===== src/hw/rtl/psq_pkg.sv =====
package psq_pkg;

  localparam logic [1:0] FUNC_ADD   = 2'd0;
  localparam logic [1:0] FUNC_ROUTE = 2'd1;
  localparam logic [1:0] FUNC_DEL   = 2'd2;

  typedef enum logic [2:0] {
    KIND_SEND     = 3'd0,
    KIND_PURGED   = 3'd1,
    KIND_DELETED  = 3'd2,
    KIND_ADDED    = 3'd3,
    KIND_FULL     = 3'd4,
    KIND_NOTFOUND = 3'd5,
    KIND_DONE     = 3'd6
  } kind_e;

  typedef struct packed {
    logic [31:0] dest;
    logic [15:0] port;
    logic [31:0] bid;
    logic [31:0] stamp;
  } entry_t;

  // controller -> datapath
  typedef struct packed {
    logic  accept;
    logic  add_entry;
    logic  rd_cur;
    logic  rd_next;
    logic  keep;
    logic  skip;
    logic  remove;
    logic  del_hit;
    logic  shift_wr;
    logic  finish_route;
    logic  emit;
    kind_e kind;
  } cmd_t;

  // datapath -> controller
  typedef struct packed {
    logic [1:0] func;
    logic       scan_more;
    logic       shift_more;
    logic       full;
    logic       live;
    logic       dest_hit;
    logic       port_hit;
    logic       out_free;
  } status_t;

endpackage


===== src/hw/rtl/psq_ctrl.sv =====
module psq_ctrl
  import psq_pkg::*;
(
  input  logic    clk_i,
  input  logic    rst_ni,
  input  logic    in_valid_i,
  output logic    in_stall_o,
  input  status_t st_i,
  output cmd_t    cmd_o
);

  localparam logic [2:0] S_IDLE = 3'd0;
  localparam logic [2:0] S_DISP = 3'd1;
  localparam logic [2:0] S_SCAN = 3'd2;
  localparam logic [2:0] S_EVAL = 3'd3;
  localparam logic [2:0] S_SHRD = 3'd4;
  localparam logic [2:0] S_SHWR = 3'd5;

  logic [2:0] state_q, state_d;

  always_ff @(posedge clk_i or negedge rst_ni) begin
    if (!rst_ni) begin
      state_q <= S_IDLE;
    end else begin
      state_q <= state_d;
    end
  end

  assign in_stall_o = (state_q != S_IDLE);

  always_comb begin
    cmd_o   = '0;
    cmd_o.kind = KIND_DONE;
    state_d = state_q;
    case (state_q)
      S_IDLE: begin
        if (in_valid_i) begin
          cmd_o.accept = 1'b1;
          state_d      = S_DISP;
        end
      end
      S_DISP: begin
        case (st_i.func)
          FUNC_ADD: begin
            if (st_i.out_free) begin
              cmd_o.emit      = 1'b1;
              cmd_o.kind      = st_i.full ? KIND_FULL : KIND_ADDED;
              cmd_o.add_entry = !st_i.full;
              state_d         = S_IDLE;
            end
          end
          FUNC_ROUTE, FUNC_DEL: state_d = S_SCAN;
          default: begin
            if (st_i.out_free) begin
              cmd_o.emit = 1'b1;
              cmd_o.kind = KIND_DONE;
              state_d    = S_IDLE;
            end
          end
        endcase
      end
      S_SCAN: begin
        if (st_i.scan_more) begin
          cmd_o.rd_cur = 1'b1;
          state_d      = S_EVAL;
        end else if (st_i.out_free) begin
          cmd_o.emit         = 1'b1;
          cmd_o.kind         = (st_i.func == FUNC_ROUTE) ? KIND_DONE : KIND_NOTFOUND;
          cmd_o.finish_route = (st_i.func == FUNC_ROUTE);
          state_d            = S_IDLE;
        end
      end
      S_EVAL: begin
        if (st_i.func == FUNC_ROUTE) begin
          if (st_i.live && !st_i.dest_hit) begin
            cmd_o.keep = 1'b1;
            state_d    = S_SCAN;
          end else if (st_i.out_free) begin
            cmd_o.remove = 1'b1;
            cmd_o.emit   = 1'b1;
            cmd_o.kind   = st_i.live ? KIND_SEND : KIND_PURGED;
            state_d      = S_SCAN;
          end
        end else begin
          if (!st_i.port_hit) begin
            cmd_o.skip = 1'b1;
            state_d    = S_SCAN;
          end else if (st_i.out_free) begin
            cmd_o.del_hit = 1'b1;
            cmd_o.emit    = 1'b1;
            cmd_o.kind    = KIND_DELETED;
            state_d       = S_SHRD;
          end
        end
      end
      S_SHRD: begin
        if (st_i.shift_more) begin
          cmd_o.rd_next = 1'b1;
          state_d       = S_SHWR;
        end else begin
          state_d = S_IDLE;
        end
      end
      S_SHWR: begin
        cmd_o.shift_wr = 1'b1;
        state_d        = S_SHRD;
      end
      default: state_d = S_IDLE;
    endcase
  end

endmodule


===== src/hw/rtl/psq_dp.sv =====
module psq_dp
  import psq_pkg::*;
#(
  parameter int QUEUE_DEPTH = 16,
  parameter int HANDLE_BITS = 8
) (
  input  logic        clk_i,
  input  logic        rst_ni,
  input  cmd_t        cmd_i,
  output status_t     st_o,
  input  logic        cfg_we_i,
  input  logic [15:0] cfg_wdata_i,
  input  logic [1:0]  func_i,
  input  logic [31:0] now_i,
  input  logic [31:0] dest_addr_i,
  input  logic [15:0] src_port_i,
  input  logic [31:0] broadcast_id_i,
  input  logic [7:0]  msg_handle_i,
  input  logic [7:0]  ifindex_i,
  input  logic [31:0] nexthop_i,
  output logic        out_valid_o,
  input  logic        out_stall_i,
  output logic [2:0]  kind_o,
  output logic [7:0]  msg_handle_res_o,
  output logic [31:0] broadcast_id_res_o,
  output logic [7:0]  ifindex_res_o,
  output logic [31:0] nexthop_res_o,
  output logic [4:0]  count_o,
  output logic        last_o
);

  localparam int IW = (QUEUE_DEPTH > 1) ? $clog2(QUEUE_DEPTH) : 1;
  localparam int CW = $clog2(QUEUE_DEPTH + 1);
  localparam logic [CW-1:0] DEPTH_C = CW'(QUEUE_DEPTH);
  localparam logic [CW-1:0] ONE_C   = CW'(1);

  entry_t                 mem_e [QUEUE_DEPTH];
  logic [HANDLE_BITS-1:0] mem_h [QUEUE_DEPTH];

  logic [15:0]   timeout_q;
  logic [CW-1:0] count_q, total_q, i_q, w_q;
  logic [1:0]    func_q;
  logic [31:0]   now_q, dest_q, bid_q, nh_q;
  logic [15:0]   port_q;
  logic [7:0]    handle_q, ifx_q;

  entry_t                 rd_e_q;
  logic [HANDLE_BITS-1:0] rd_h_q;

  // handle as stored, then as reported
  logic [15:0]            hin16, hrd16, hnew16;
  logic [HANDLE_BITS-1:0] hin;
  assign hin16  = {8'b0, handle_q};
  assign hin    = hin16[HANDLE_BITS-1:0];
  assign hrd16  = 16'(rd_h_q);
  assign hnew16 = 16'(hin);

  logic [31:0] age;
  assign age = now_q - rd_e_q.stamp;

  logic out_valid_q;
  logic out_free;
  assign out_free = !out_valid_q || !out_stall_i;

  always_comb begin
    st_o.func       = func_q;
    st_o.scan_more  = (i_q < total_q);
    st_o.shift_more = ((i_q + ONE_C) < total_q);
    st_o.full       = (count_q >= DEPTH_C);
    st_o.live       = (age < {16'b0, timeout_q});
    st_o.dest_hit   = (rd_e_q.dest == dest_q);
    st_o.port_hit   = (rd_e_q.port == port_q);
    st_o.out_free   = out_free;
  end

  always_ff @(posedge clk_i or negedge rst_ni) begin
    if (!rst_ni) begin
      timeout_q <= 16'd3;
    end else if (cfg_we_i) begin
      timeout_q <= cfg_wdata_i;
    end
  end

  // request registers
  always_ff @(posedge clk_i) begin
    if (cmd_i.accept) begin
      func_q   <= func_i;
      now_q    <= now_i;
      dest_q   <= dest_addr_i;
      port_q   <= src_port_i;
      bid_q    <= broadcast_id_i;
      handle_q <= msg_handle_i;
      ifx_q    <= ifindex_i;
      nh_q     <= nexthop_i;
    end
  end

  // count and walk pointers
  always_ff @(posedge clk_i or negedge rst_ni) begin
    if (!rst_ni) begin
      count_q <= '0;
      total_q <= '0;
      i_q     <= '0;
      w_q     <= '0;
    end else begin
      if (cmd_i.accept) begin
        total_q <= count_q;
        i_q     <= '0;
        w_q     <= '0;
      end
      if (cmd_i.add_entry) count_q <= count_q + ONE_C;
      if (cmd_i.keep) begin
        w_q <= w_q + ONE_C;
        i_q <= i_q + ONE_C;
      end
      if (cmd_i.skip || cmd_i.remove || cmd_i.shift_wr) i_q <= i_q + ONE_C;
      if (cmd_i.del_hit) count_q <= count_q - ONE_C;
      if (cmd_i.finish_route) count_q <= w_q;
    end
  end

  // entry store: one write, one registered read
  logic [CW-1:0] wa, ra;
  always_comb begin
    if (cmd_i.add_entry) wa = count_q;
    else if (cmd_i.keep) wa = w_q;
    else                 wa = i_q;
    ra = cmd_i.rd_next ? (i_q + ONE_C) : i_q;
  end

  always_ff @(posedge clk_i) begin
    if (cmd_i.add_entry) begin
      mem_e[wa[IW-1:0]] <= '{dest: dest_q, port: port_q, bid: bid_q, stamp: now_q};
      mem_h[wa[IW-1:0]] <= hin;
    end else if (cmd_i.keep || cmd_i.shift_wr) begin
      mem_e[wa[IW-1:0]] <= rd_e_q;
      mem_h[wa[IW-1:0]] <= rd_h_q;
    end
    if (cmd_i.rd_cur || cmd_i.rd_next) begin
      rd_e_q <= mem_e[ra[IW-1:0]];
      rd_h_q <= mem_h[ra[IW-1:0]];
    end
  end

  // result register
  logic [CW-1:0] cnt_res;
  logic [31:0]   cnt_ext;
  always_comb begin
    case (cmd_i.kind)
      KIND_ADDED:              cnt_res = count_q + ONE_C;
      KIND_DELETED:            cnt_res = count_q - ONE_C;
      KIND_SEND, KIND_PURGED:  cnt_res = w_q + total_q - i_q - ONE_C;
      KIND_DONE:               cnt_res = (func_q == FUNC_ROUTE) ? w_q : count_q;
      default:                 cnt_res = count_q;
    endcase
  end
  assign cnt_ext = 32'(cnt_res);

  always_ff @(posedge clk_i or negedge rst_ni) begin
    if (!rst_ni) begin
      out_valid_q <= 1'b0;
    end else if (cmd_i.emit) begin
      out_valid_q <= 1'b1;
    end else if (!out_stall_i) begin
      out_valid_q <= 1'b0;
    end
  end

  always_ff @(posedge clk_i) begin
    if (cmd_i.emit) begin
      kind_o             <= cmd_i.kind;
      count_o            <= cnt_ext[4:0];
      last_o             <= !(cmd_i.kind == KIND_SEND || cmd_i.kind == KIND_PURGED);
      ifindex_res_o      <= (cmd_i.kind == KIND_SEND) ? ifx_q : 8'd0;
      nexthop_res_o      <= (cmd_i.kind == KIND_SEND) ? nh_q : 32'd0;
      case (cmd_i.kind)
        KIND_SEND, KIND_PURGED, KIND_DELETED: begin
          msg_handle_res_o   <= hrd16[7:0];
          broadcast_id_res_o <= rd_e_q.bid;
        end
        KIND_ADDED: begin
          msg_handle_res_o   <= hnew16[7:0];
          broadcast_id_res_o <= bid_q;
        end
        default: begin
          msg_handle_res_o   <= 8'd0;
          broadcast_id_res_o <= 32'd0;
        end
      endcase
    end
  end

  assign out_valid_o = out_valid_q;

endmodule


===== src/hw/rtl/pending_send_queue.sv =====
// Ordered buffer of payloads waiting for a route.
// Input channel (in_valid_i / in_stall_o) takes one request per beat:
//   add, route found, or delete by source port. Output channel
//   (out_valid_o / out_stall_i) returns result beats; last_o marks the
//   final beat of a request.
// Add and delete give one result; route found gives one beat per
// removed entry (send or purged) plus a final done beat.
// Steps: add is taken, then dispatched, which loads its result. Route found
//   walks the entry store through its single read port: a read and an
//   evaluate step per entry, plus take, dispatch and done. Delete scans the
//   same way up to the hit, then shifts the tail up with a read and a write
//   step per entry. Requests are served one at a time; in_stall_o is high while busy.
// The result register frees the input side: a new request is taken
//   while the last result beat still waits. When the receiver stalls,
//   the walk holds at the next entry that must emit.
// Reset: buffer empty, timeout register back to 3 s. No clearing pass.
// cfg_we_i writes timeout_seconds; write only while idle.
module pending_send_queue
  import psq_pkg::*;
#(
  parameter int QUEUE_DEPTH = 16,
  parameter int HANDLE_BITS = 8
) (
  input  logic        clk_i,
  input  logic        rst_ni,
  input  logic        cfg_we_i,
  input  logic [15:0] cfg_wdata_i,
  input  logic        in_valid_i,
  output logic        in_stall_o,
  input  logic [1:0]  func_i,
  input  logic [31:0] now_i,
  input  logic [31:0] dest_addr_i,
  input  logic [15:0] src_port_i,
  input  logic [31:0] broadcast_id_i,
  input  logic [7:0]  msg_handle_i,
  input  logic [7:0]  ifindex_i,
  input  logic [31:0] nexthop_i,
  output logic        out_valid_o,
  input  logic        out_stall_i,
  output logic [2:0]  kind_o,
  output logic [7:0]  msg_handle_res_o,
  output logic [31:0] broadcast_id_res_o,
  output logic [7:0]  ifindex_res_o,
  output logic [31:0] nexthop_res_o,
  output logic [4:0]  count_o,
  output logic        last_o
);

  cmd_t    cmd;
  status_t st;

  psq_ctrl u_ctrl (
    .clk_i      (clk_i),
    .rst_ni     (rst_ni),
    .in_valid_i (in_valid_i),
    .in_stall_o (in_stall_o),
    .st_i       (st),
    .cmd_o      (cmd)
  );

  psq_dp #(
    .QUEUE_DEPTH (QUEUE_DEPTH),
    .HANDLE_BITS (HANDLE_BITS)
  ) u_dp (
    .clk_i              (clk_i),
    .rst_ni             (rst_ni),
    .cmd_i              (cmd),
    .st_o               (st),
    .cfg_we_i           (cfg_we_i),
    .cfg_wdata_i        (cfg_wdata_i),
    .func_i             (func_i),
    .now_i              (now_i),
    .dest_addr_i        (dest_addr_i),
    .src_port_i         (src_port_i),
    .broadcast_id_i     (broadcast_id_i),
    .msg_handle_i       (msg_handle_i),
    .ifindex_i          (ifindex_i),
    .nexthop_i          (nexthop_i),
    .out_valid_o        (out_valid_o),
    .out_stall_i        (out_stall_i),
    .kind_o             (kind_o),
    .msg_handle_res_o   (msg_handle_res_o),
    .broadcast_id_res_o (broadcast_id_res_o),
    .ifindex_res_o      (ifindex_res_o),
    .nexthop_res_o      (nexthop_res_o),
    .count_o            (count_o),
    .last_o             (last_o)
  );

  // an accepted request always keeps the block busy for the next cycle
  a_busy_after_accept: assert property (@(posedge clk_i) disable iff (!rst_ni)
    in_valid_i && !in_stall_o |=> in_stall_o)
    else $error("request accepted but block not busy");

  // per-entry beats of a route walk are never the final beat
  a_send_not_last: assert property (@(posedge clk_i) disable iff (!rst_ni)
    out_valid_o && (kind_o == KIND_SEND || kind_o == KIND_PURGED) |-> !last_o)
    else $error("send/purged beat flagged last");

  // the controller only emits when the result register can take it
  a_emit_when_free: assert property (@(posedge clk_i) disable iff (!rst_ni)
    cmd.emit |-> st.out_free)
    else $error("result emitted over a waiting beat");

endmodule


===== config.mk =====
export PLATFORM = sky130hd
export DESIGN_NAME = pending_send_queue
export DESIGN_NICKNAME = d
export VERILOG_FILES = /design/src/hw/rtl/psq_pkg.sv /design/src/hw/rtl/psq_ctrl.sv /design/src/hw/rtl/psq_dp.sv /design/src/hw/rtl/pending_send_queue.sv
export SDC_FILE = /design/constraint.sdc
export NUM_CORES = 2
export LEC_CHECK = 0
export BUFFER_PORTS_ARGS = -buffer_cell sky130_fd_sc_hd__buf_4
export CAP_MARGIN = 5
export CORE_ASPECT_RATIO = 0.8
export CORE_MARGIN = 5
export CORE_UTILIZATION = 25
export DETAILED_ROUTE_END_ITERATION = 10
export HOLD_SLACK_MARGIN = 0.08
export PLACE_DENSITY = 0.37
export SLEW_MARGIN = 20
export SYNTH_ARGS = -nofsm -noshare
export SYNTH_HDL_FRONTEND = slang
export SYNTH_HIERARCHICAL = 1
export SYNTH_SLANG_ARGS = --single-unit

===== constraint.sdc =====
create_clock -name clk_i -period 23.2 [get_ports clk_i]
set_input_delay 1.16 -clock clk_i [delete_from_list [all_inputs] [get_ports clk_i]]
set_output_delay 1.16 -clock clk_i [all_outputs]
set_load 0.02 [all_outputs]

# Word-level counts from Yosys, hierarchy flattened
# Memories as Yosys holds them, arrays and structs flattened. A register that Yosys moved wholly into a read port is not among the register bits.
# Cells that the tools add are included.
[op_classes]
add_sub_neg = 8
order_cmp = 4
n_eq_ne = 17
n_mux = 69
bitwise_logic = 2
reduce_logical = 23
[ops]
columns = ["operator", "n"]
rows = [
  ["112-bit two-way mux", 1],
  ["32-bit case mux with 2 select lines", 1],
  ["5-bit two-way mux", 10],
  ["4-bit two-way mux", 11],
  ["3-bit two-way mux", 11],
  ["32-bit == test", 1],
  ["32-bit by 16-bit < comparator with 1-bit output", 1],
  ["32-bit subtractor", 1],
  ["1-bit two-way mux", 28],
  ["5-bit case mux with 4 select lines", 1],
  ["3-bit case mux with 6 select lines", 1],
  ["16-bit == test", 1],
  ["8-bit case mux with 2 select lines", 1],
  ["5-bit by 1-bit adder with 5-bit output (second input constant)", 3],
  ["3-bit by 2-bit == test with 1-bit output (second input constant)", 4],
  ["4-bit case mux with 3 select lines", 1],
  ["5-bit < comparator", 2],
  ["5-bit by 1-bit subtractor with 5-bit output (second input constant)", 2],
  ["3-bit == test (second input constant)", 3],
  ["3-bit nonzero test", 3],
  ["8-bit two-way mux", 1],
  ["4-bit by 3-bit inequality test with 1-bit output (second input constant)", 2],
  ["4-bit case mux with 2 select lines", 1],
  ["3-bit by 1-bit == test with 1-bit output (second input constant)", 2],
  ["other kinds (18)", 30],
]
[word_totals]
reg_bits = 291
ram_bits = 1920
in_bits = 183
output_inout_bits = 91
memories = 2
[memory_table]
columns = ["name", "depth", "word_bits", "read_ports", "rd_clocked_by_memory_dff", "wr", "line", "rtl"]
rows = [
  ["u_dp.mem_e", 16, 112, 1, 1, 1, "psq_dp.sv:37", "entry_t mem_e [QUEUE_DEPTH];"],
  ["u_dp.mem_h", 16, 8, 1, 1, 1, "psq_dp.sv:38", "logic [HANDLE_BITS-1:0] mem_h [QUEUE_DEPTH];"],
]

# Depth between registers and ports, before layout
[logic_depth]
depth_word = 11
ltp_mapped = 31
mapped_depth_nobuf = 30

# By module
# The synthesis kept the hierarchy.
[by_module_without_submodules]
columns = ["module", "n_inst", "cells_per_inst", "area_each_um2", "seq_area_each_um2"]
rows = [
  ["psq_dp", 1, 4007, 90277.8, 69724.4],
  ["psq_ctrl", 1, 74, 543.0, 75.1],
]

# Worst setup path after synthesis
# Ideal clock, no wire load.
[synth_path]
kind = "register -> register"
from = "register, netlist name u_dp/rd_e_q[0]"
to = "memory u_dp/mem_e[14][0] (netlist name), enable pin"
setup_ps = 601
arrival_ps = 9855
required_ps = 22599
setup_slack_ps = 12744
path_stages_with_launch = 25
n_path_buf = 2
period_less_slack_ps = 10456
cell_sequence = "edfxtp_1 ha_1 fa_1 and2b_1 o2111ai_2 a211oi_2 or3_1 a21oi_1 xnor2_1 ha_1 a21o_1 a21o_1 a2111oi_0 nand4_1 nor4_2 nand4_1 and4b_1 nand3b_1 nor2_1 clkbuf_1 clkbuf_1 mux2i_1 o21ai_0 nand2_1 nor2_1"
[synth_rtl]
columns = ["item", "line"]
rows = [
  ["to (decl)", "psq_dp.sv:37"],
]

==> metrics <==
Peak supply drop 0.0686 mV; first-pass GRT wire length 363 mm; post-synthesis sequential area ratio 76.9%; CTS tree done; Vias/cell 4.47; highest-delay cell along the critical path nor2_4; MaxCap Viol Count 0; post-synth top area cell edfxtp_1; Finish-stage setup viols 0; drt total wl 257 mm; CP arrival 9480 ps; fillers 35197; post-synthesis cell type count 79; Synth top area share 75.7%; Tcrit/Tclk final 38.8%; Pins Over Slew Limit 0; routed len/inst 26.9 µm; final-stage net count 4810; DP HPWL 147 mm; total CTS buffers 267; Post-CTS Hold Buffers 0; top post-synthesis cells by area edfxtp_1 76%, mux4_2 15%, mux2_2 1.2%, dfrtp_1 1.0%, ha_1 0.95%; setup TNS 0 ps; Core Area 363000 µm²; via count 42762; Worst slew margin 28.4%; root buf cell clkbuf_16; M1 GR Usage 19.7%; Post-synth EDFFs 2291; synthesized flop and latch total 2331; total power 12100 µW; CTS max path bufs 4; Crit Path Category reg2reg; met3 usage 2.20%; Tmin final 9000 ps; sum of buffers and inverters on the critical path 5; CP top delay family simple AND/OR/NAND/NOR gates; ratio of cells with drive above 1 in the final layout 31.3%; Post-synth top cells 2291 x edfxtp_1, 601 x mux4_2, 123 x clkbuf_1, 115 x nand2_1, 93 x mux2_2; worst r2r src u_dp/now_q[0]; Power Dens Cells 113 nW/µm²; largest net degree at the start of global routing 117; Setup WS pre-CTS 13970 ps; die area 376000 µm²; Mapped Area 90800 µm²; Critical Path Most Common Cell buf_4; Die X 684 µm; DRC 0; clk slew on worst S/H paths 60 ps; Setup WS post-layout 14200 ps; gr ovfl total 0; GPL Wtd Cong 0.734; H-tree levels 5; P_leak 0.0341 µW; FMAX 111 MHz; Worst-Skew Late Latency 880 ps; row count 198; Syn Area/Cell 22.3 µm²; Worst setup startpoint u_dp/now_q[0]; outcome completed; gr busiest metal met2; die outline height 549 µm; Synth Net Count 4339; met2 Usage GRT 20.7%; antenna violations before repair 18; Async SR Flop Fraction 1.72%; vias in the first global route 45272; worst-path maximum fanout 34; prevailing post-synth register cell edfxtp_1; Setup Buffers After CTS 0; Routed Antenna Nets 0; crit path launch type flop; boundary pin count 274; placed insts 9083; final std cells w/o fill 9564; clock tree sinks 2331; Critical Path End Type flop; max incr delay on CP 880 ps; RSZ-0062 raised after global routing false; drt first pass iters 6; post-CTS sizing 0; drt initial violations 3351; Final Skew 48.4 ps; Tightest Pin Transition 1070 ps; r2r worst-path depth 28; Final Hold Viols 0; fin util 29.7%; port buffer count 273; Synth-to-Final Area Change 18.5%; Yosys warning total 6; number of cells on the critical path 28; Worst Hold Class in2async; Total GRT Usage 13.4%; Synth Instances 4081; CP Data Required Time 23690 ps; Initial Util 25.0%; top-count cell post-synth edfxtp_1
registers in the layout (all words and copies together), names as in the netlist, 8 cells and up:
signal,flops
u_dp/bid_q,32
u_dp/broadcast_id_res_o,32
u_dp/dest_q,32
u_dp/handle_q,8
u_dp/ifindex_res_o,8
u_dp/ifx_q,8
u_dp/mem_e,1792
u_dp/mem_h,128
u_dp/msg_handle_res_o,8
u_dp/nexthop_res_o,32
u_dp/nh_q,32
u_dp/now_q,32
u_dp/port_q,16
u_dp/rd_e_q,112
u_dp/rd_h_q,8
u_dp/timeout_q,16
final cells by class:
type	instances	area (µm²)	share of cell area (%)
flip-flops and latches	2331	69800	64.9
multi-input cells	1476	20200	18.8
clock buffers	339	7140	6.64
well taps	4800	6010	5.58
repair buffers	394	3050	2.83
clock inverters	135	1070	0.995
inverters	82	308	0.286
diodes	7	17.5	0.0163
logic make-up after synthesis:
family                   synth area share, %
AO/OA/AOI/OAI                           2.03
flip-flops                              76.9
AND/OR/NAND/NOR                         1.88
buffers and inverters                   1.18
XOR/XNOR                               0.839
adder cells (fa/ha/maj)                 1.08
multiplexers                            16.1
path summary, 6_finish.rpt:
path	end	slack, ps
max	u_dp/mem_e[8][59]	14200
min	u_dp/timeout_q[9]	290
max reg2reg	u_dp/mem_e[8][59]	14200
min reg2reg	u_dp/nexthop_res_o[28]	520
max in group asynchronous	u_dp/w_q[2]	22510
min in group clk_i	u_dp/dest_q[15]	450
where the power goes:
group / switching [µW] / internal, µW
Combinational: 1610 / 1160
Clock: 1730 / 2310
Sequential: 161 / 5150
routing by layer:
layer | part of all wire (%) | up-vias | routed length, µm
met5 | 0 | - | 0
met4 | 2.3 | 0 | 5840
met3 | 4.3 | 350 | 11100
met2 | 45 | 990 | 116000
met1 | 48 | 23332 | 124000
li1 | - | 18090 | -
worst register-to-register path, delay by kind of cell, from the launching register on:
kind                       cells  cell delay [ps]
and+or+nand+nor               11             2960
buffers and inverters          5             2530
AOI/OAI and AO/OA              7             1770
adders and majority gates      3              590
DFF                            1              380
xor gates and xnor gates       1              130
muxes                          1              210
stage by stage:
step                hold WS, ps  cell area [µm²]
floorplan                   480            90800
global placement            500            99300
detailed placement          503            99400
CTS                         210           108000
global route                256           108000
finish                      289           108000
placed cells by master (no fill, tap or decap), types with 60 or more instances in the layout:
cell       synthesis  final
mux4_2           601    601
inv_1             82     82
edfxtp_1        2291   2291
nand2_1          115    115
buf_4              1    386
o21ai_0           89     85
clkbuf_16          0    276
clkinv_1           0     60
mux2_2            93     92
ha_1              69     69
clkbuf_1         123     63
Note: power is estimated with default switching activity, not from simulation.
